File: src/hdl/frl_ram.sv
`timescale 1ns / 1ps
// ----------------------------------------------------------------------------
// frl_ram
// Generic single-port-write, single-port-read RAM with registered read data.
// ----------------------------------------------------------------------------
module frl_ram #(
  parameter int WIDTH = 8,
  parameter int DEPTH = 16
) (
  input  logic                     clk,
  input  logic                     we,
  input  logic [$clog2(DEPTH)-1:0] waddr,
  input  logic [WIDTH-1:0]         wdata,
  input  logic [$clog2(DEPTH)-1:0] raddr,
  output logic [WIDTH-1:0]         rdata
);

  logic [WIDTH-1:0] mem [DEPTH];

  always_ff @(posedge clk) begin
    if (we) begin
      mem[waddr] <= wdata;
    end
    rdata <= mem[raddr];
  end

endmodule

File: config.mk
export PLATFORM = sky130hd
export DESIGN_NAME = frl_ram
export DESIGN_NICKNAME = d
export VERILOG_FILES = /design/src/hdl/frl_ram.sv
export SDC_FILE = /design/constraint.sdc
export NUM_CORES = 1
export LEC_CHECK = 0
export BUFFER_PORTS_ARGS = -buffer_cell sky130_fd_sc_hd__buf_4
export CORE_MARGIN = 2
export CORE_UTILIZATION = 33
export CTS_CLUSTER_DIAMETER = 100
export DETAILED_ROUTE_END_ITERATION = 12
export PLACE_DENSITY = 0.55
export SYNTH_ARGS = -nofsm -noshare
export SYNTH_HDL_FRONTEND = slang
export SYNTH_SLANG_ARGS = --single-unit
File: constraint.sdc
create_clock -name clk -period 4.6 [get_ports clk]
set_clock_uncertainty 0.1 [all_clocks]
set_input_delay 0.92 -clock clk [delete_from_list [all_inputs] [get_ports clk]]
set_output_delay 0.92 -clock clk [all_outputs]
set_load 0.1 [all_outputs]
==> results.cfg, run 1 <==
[sta]
finalSetupViolCount = 0
totalNegativeSetupSlack_ps = 0
fin_worst_hold_slack_ps = 564
rsz0062_at_grt = false
final_period_minus_worst_setup_slack_ps = 2490
worstMarginPinSlew_ps = 1090
fmaxAchievable_mhz = 402
hold_violations = 0
timing_max_transition_violations_final = 0
final_critical_path_setup_slack_ps = 2110
min_period_over_period = 0.540
remaining_max_slew_budget_at_the_tightest_pin = 0.265

[critical_path]
crit_start = waddr[2]
critical_path.endpoint_type = flop
r2r-start = mem[3][6]
critical-path-slowest-cell = sky130_fd_sc_hd__nor3_1
worst-path-max-fanout = 8
crit_chain = buf_4 > or3b_2 > nor3_1
worstSetupStartpointType = input port
worstPathRequired_ps = 4520
timing_worst_setup_path_type = in -> reg
cp.arrival_ps = 2410
reg2reg_depth = 3
slowest_delay_ps = 850
r2r_setup_slack_ps = 3050

[floorplan]
core-area_um2 = 15200
std_cell_rows = 45
die-height_um = 129
floorplan.io_pins = 26
die_area_um2 = 16600
initial_utilization = 0.339
chipWidth_um = 129

[cts]
cts-buffers-inserted = 17
htreeDepth = 4
postCtsResizedCells = 0
cts_hold_buffers = 0
tritoncts_num_sinks = 136
clk_path_buf_depth = 2
path_clk_slew_ps = 50
cts_post_setup_buffers_inserted = 0
cts_tree = yes
ctsRootBufferMaster = sky130_fd_sc_hd__clkbuf_16
clock_latency_ps = 410

[logic_synthesis]
mappedNetlistArea_um2 = 5150
mean_cell_area_of_the_mapped_netlist_um2 = 22.5
yosys_warnings = 0
ys_ff_latch = 136
synth.lib_cells_used.distinct = 19
synth_sequential_area_ratio = 0.778
post_synthesis_cell_count = 229
synth.net_count = 247

[power_and_ir_drop]
vdd_drop_max_mv = 0.246
reported_leakage_power_nw = 2.03
power_density_nw_per_um2 = 478

[cells_and_area]
layout_commonest_cell = sky130_fd_sc_hd__edfxtp_1
final_layout_size_suffix_gt1_frac = 0.276
layout-area-overhead-vs-synth_pct = 18.5
fillCellCount = 1342
insertedDiodeCount = 0
multi_input_comb_area_um2 = 1060
most_used_cells_in_the_layout_excluding_fill_and_tap_cells = 128 x sky130_fd_sc_hd__edfxtp_1, 28 x sky130_fd_sc_hd__buf_4, 18 x sky130_fd_sc_hd__mux4_2, 17 x sky130_fd_sc_hd__clkbuf_16, 16 x sky130_fd_sc_hd__a22oi_1
fin_nets = 284
flip_flop_and_latch_area_um2 = 4000

[detailed_routing]
wl_per_cell_um = 21.1
detail_route.iter0.violations = 198
route.detailed.drc = 0
antenna_left = 0
dr_total_vias = 2343
drt_first_pass_iters = 4
detail_route.vias_per_cell = 5.02
drt-total-wl_um = 9850

[global_route]
first_global_vias = 2462
globalRoute.totalOverflow = 0
gr-usage-all-layers = 0.131
grt_first_pass_wirelength_um = 15000
grt_max_degree = 33
grt_antenna_before_repair = 0

[run]
drv.max_cap_violation_count = 0

[min_path]
hold_depth = 3
worst_hold_startpoint = mem[12][3]
hold_path_class = reg -> reg

[run_status]
status = completed

[placed_design]
io_buffers = 25
dp_hpwl_um = 6000
finalWeightedCongestion = 0.750
setup_slack_at_placement_ps = 1690
power by group:
part	internal, mW	total [mW]	switching, mW
clock network	0.865	1.33	0.463
registers	1.39	1.39	0.00743
logic	0.0587	0.192	0.133
Yosys cell counts:
cell type / instances / area (um^2)
sky130_fd_sc_hd__nand2_1: 9 / 33.8
sky130_fd_sc_hd__buf_4: 1 / 7.51
sky130_fd_sc_hd__nor2b_1: 1 / 6.26
sky130_fd_sc_hd__buf_2: 3 / 15.0
sky130_fd_sc_hd__nand3b_1: 2 / 15.0
sky130_fd_sc_hd__nor2_1: 13 / 48.8
sky130_fd_sc_hd__nand2b_1: 2 / 12.5
sky130_fd_sc_hd__edfxtp_1: 128 / 3840
sky130_fd_sc_hd__a22oi_1: 16 / 120
sky130_fd_sc_hd__buf_6: 3 / 33.8
sky130_fd_sc_hd__dfxtp_1: 8 / 160
sky130_fd_sc_hd__clkdlybuf4s25_2: 3 / 30.0
sky130_fd_sc_hd__nor3_1: 4 / 20.0
sky130_fd_sc_hd__mux4_1: 14 / 368
sky130_fd_sc_hd__or3b_2: 1 / 8.76
sky130_fd_sc_hd__and2b_1: 1 / 7.51
sky130_fd_sc_hd__nand3_1: 1 / 5.00
sky130_fd_sc_hd__and2_1: 1 / 6.26
sky130_fd_sc_hd__mux4_2: 18 / 405
stage by stage:
stage,instances,util,power [mW],instance area [um^2]
final,467,0.401,2.91,6100
after global routing,467,0.401,3.01,6100
after CTS,467,0.401,2.94,6100
after detailed placement,435,0.362,1.61,5510
after global placement,435,0.362,1.61,5510
after floorplan,229,-,1.55,5150
worst paths after layout:
check | to
min | rdata[3]
max | mem[0][7]
min reg2reg | rdata[3]
max reg2reg | rdata[6]
kinds of logic (layout without fill, tap and decap cells):
family,after synthesis,count (layout),share of synthesized area
AO/OA/AOI/OAI,16,16,0.0233
buffers and inverters,10,60,0.0168
flip-flops,136,136,0.778
multiplexers,32,32,0.150
AND/OR/NAND/NOR,35,35,0.0318
sequential cells by signal (all words and copies together), names as in the netlist:
name and count:
rdata 8, mem 128
metal layers:
metal / vias up / GRT usage / part of all wire
li1: 1052 / - / -
met1: 1188 / 0.181 / 0.45
met2: 92 / 0.187 / 0.45
met3: 11 / 0.0482 / 0.087
met4: 0 / 0.0550 / 0.010
met5: - / 0 / 0
worst max-delay path: cells and delay by family:
kind,cells,cell delay (ps)
and+or+nand+nor,2,1360
buffers and inverters,1,120
cell type report:
| class | count | share of cell area |
|---|---|---|
| clock inverter | 8 | 0.0152 |
| timing repair buffer | 28 | 0.0345 |
| tap | 188 | 0.0386 |
| multi-input combinational | 83 | 0.173 |
| sequential | 136 | 0.656 |
| clock buffer | 24 | 0.0822 |
(Power assumes the default switching activity.)
==> run 2: changes to the inputs <==
--- a/config.mk
+++ b/config.mk
@@ -5,12 +5,13 @@
 export SDC_FILE = /design/constraint.sdc
 export NUM_CORES = 1
 export LEC_CHECK = 0
+export ABC_AREA = 1
 export BUFFER_PORTS_ARGS = -buffer_cell sky130_fd_sc_hd__buf_4
 export CORE_MARGIN = 2
 export CORE_UTILIZATION = 33
 export CTS_CLUSTER_DIAMETER = 100
 export DETAILED_ROUTE_END_ITERATION = 12
-export PLACE_DENSITY = 0.55
+export PLACE_DENSITY = 0.57
 export SYNTH_ARGS = -nofsm -noshare
 export SYNTH_HDL_FRONTEND = slang
 export SYNTH_SLANG_ARGS = --single-unit
==> constraint.sdc (replaced) <==
create_clock -name clk -period 2.2 [get_ports clk]
set_clock_uncertainty 0.1 [all_clocks]
set_input_delay 0.44 -clock clk [delete_from_list [all_inputs] [get_ports clk]]
set_output_delay 0.44 -clock clk [all_outputs]
set_load 0.1 [all_outputs]
==> results.cfg, run 2 <==
[run_status]
status = completed

[logic_synthesis]
synth.net_count = 569
mappedNetlistArea_um2 = 5770
synth_mux_area_frac = 0
yosys_warnings = 0
synthDominantAreaCellType = sky130_fd_sc_hd__edfxtp_1
synth_edf_count = 128
mean_cell_area_of_the_mapped_netlist_um2 = 10.5
yosys.area.top_type_share = 0.667
synth_sequential_area_ratio = 0.694
postSynth.topFlopCell = sky130_fd_sc_hd__edfxtp_1
synthesized_area_fraction_occupied_by_and_or_nand_nor_cells = 0.210
synth_xor_area_frac = 0
synth.lib_cells_used.distinct = 12
ys_ff_latch = 136
share_of_the_synthesized_area_in_compound_gates_ao_oa_aoi_oai = 0
post-synth-top-count-cell = sky130_fd_sc_hd__nand2_1
most_frequent_cells_after_synthesis = 173 x sky130_fd_sc_hd__nand2_1, 128 x sky130_fd_sc_hd__edfxtp_1, 100 x sky130_fd_sc_hd__inv_1
ys_top_cells_by_area = sky130_fd_sc_hd__edfxtp_1 67%, sky130_fd_sc_hd__nand2_1 11%, sky130_fd_sc_hd__nand3_1 8.4%, sky130_fd_sc_hd__inv_1 6.5%, sky130_fd_sc_hd__dfxtp_1 2.8%
ys_async_sr_fraction = 0
post_synthesis_cell_count = 551
synth_top_family_by_area = simple AND/OR/NAND/NOR gates
synth_adder_area_share = 0

[critical_path]
slowest_delay_ps = 360
worstSetupStartpointType = flop
crit_chain = buf_4
worst-path-max-fanout = 1
timing_worst_setup_path_type = reg -> out
path_buf_inv = 1
critical-path-top-delay-family = flip-flops
critical-path-slowest-cell = sky130_fd_sc_hd__dfxtp_1
critical_path.endpoint_type = primary output
cp.arrival_ps = 1070
worstPathRequired_ps = 1660

[floorplan]
floorplan.io_pins = 26
initial_utilization = 0.336
chipWidth_um = 136
std_cell_rows = 48
die-height_um = 136
die_area_um2 = 18500
core-area_um2 = 17200

[detailed_routing]
detail_route.iter0.violations = 330
drt-total-wl_um = 12900
wl_per_cell_um = 15.6
dr_total_vias = 3616
drt_first_pass_iters = 4
detail_route.vias_per_cell = 4.37
route.detailed.drc = 0
antenna_left = 0

[min_path]
hold_path_class = in -> reg

[sta]
hold_violations = 0
min_period_over_period = 0.730
fmaxAchievable_mhz = 623
timing_max_transition_violations_final = 0
final_period_minus_worst_setup_slack_ps = 1610
rsz0062_at_grt = false
worstMarginPinSlew_ps = 605
totalNegativeSetupSlack_ps = 0
remaining_max_slew_budget_at_the_tightest_pin = 0.596
finalSetupViolCount = 0

[cells_and_area]
final_core_utilization = 0.394
layout_commonest_cell = sky130_fd_sc_hd__nand2_1
fillCellCount = 1718
fin_nets = 608
insertedDiodeCount = 0
most_used_cells_in_the_layout_excluding_fill_and_tap_cells = 173 x sky130_fd_sc_hd__nand2_1, 128 x sky130_fd_sc_hd__edfxtp_1, 100 x sky130_fd_sc_hd__inv_1, 97 x sky130_fd_sc_hd__nand3_1, 42 x sky130_fd_sc_hd__buf_4
layout-area-overhead-vs-synth_pct = 17.5
largest_registers = mem (128), rdata (8)
flip_flop_count_of_the_largest_register_all_copies_and_words_added = 128
regMostFlops = mem
final_layout_size_suffix_gt1_frac = 0.116

[placed_design]
dp_hpwl_um = 7850
finalWeightedCongestion = 0.775
io_buffers = 25

[power_and_ir_drop]
swShare = 0.226
p_switching_mw = 1.34
p_int_mw = 4.61
share_comb_of_total_power = 0.082
vdd_drop_max_mv = 0.540
power_frac_clock = 0.429
reported_leakage_power_nw = 2.91
seq_power_share = 0.489
power_density_nw_per_um2 = 879

[cts]
cts_tree = yes
cts_hold_buffers = 0
tritoncts_num_sinks = 136
cts_post_setup_buffers_inserted = 0
postCtsResizedCells = 0
cts-buffers-inserted = 17
clock_latency_ps = 410
ctsRootBufferMaster = sky130_fd_sc_hd__clkbuf_16
htreeDepth = 4
clk_path_buf_depth = 2
path_clk_slew_ps = 60

[global_route]
grt_first_pass_wirelength_um = 20200
grt_max_degree = 65
first_global_vias = 3501
globalRoute.totalOverflow = 0
gr-usage-all-layers = 0.151
grt_antenna_before_repair = 0

[run]
drv.max_cap_violation_count = 0
run 2: power by group through the flow:
| stage | registers (mW) | logic, mW | clock network [mW] |
|---|---|---|---|
| floorplan | 3.09 | 0.204 | 0 |
| global placement | 2.97 | 0.490 | 0 |
| detailed placement | 2.97 | 0.493 | 0 |
| CTS | 2.92 | 0.494 | 2.60 |
| global route | 2.92 | 0.532 | 2.72 |
| finish | 2.92 | 0.489 | 2.55 |
run 2: kinds of logic after synthesis:
logic type | Yosys count
flops | 136
simple gates | 289
buf+inv | 126
run 2: per-layer routing:
layer	global-route usage	up-vias	part of all wire
met5	0	-	0
met4	0.0590	0	0.013
met3	0.0414	6	0.060
met2	0.230	109	0.47
met1	0.206	1649	0.45
li1	-	1852	-
run 2: final timing paths:
check | start | endpoint | slack, ps | cells after the start
max | rdata[3] | rdata[3] | 590 | 1
max reg2reg | mem[1][1] | rdata[1] | 1070 | 6
min reg2reg | mem[14][4] | rdata[4] | 560 | 6
min | raddr[3] | rdata[4] | 270 | 3
run 2: through the flow:
step	setup WS, ps	total power [mW]	std cells	hold WS, ps	cell area [um^2]
finish	595	5.96	828	267	6770
global placement	430	3.46	796	547	6240
detailed placement	427	3.46	796	558	6240
CTS	539	6.01	828	245	6770
floorplan	709	3.29	551	439	5770
global route	536	6.17	828	252	6770
run 2: layout make-up:
type	instances	area [um^2]	area share
clock buffers	30	524	0.0774
repair buffers	44	355	0.0525
inverters	102	383	0.0565
flip-flops and latches	136	4000	0.591
clock inverters	2	12.5	0.00185
multi-input cells	289	1210	0.179
well taps	225	282	0.0416
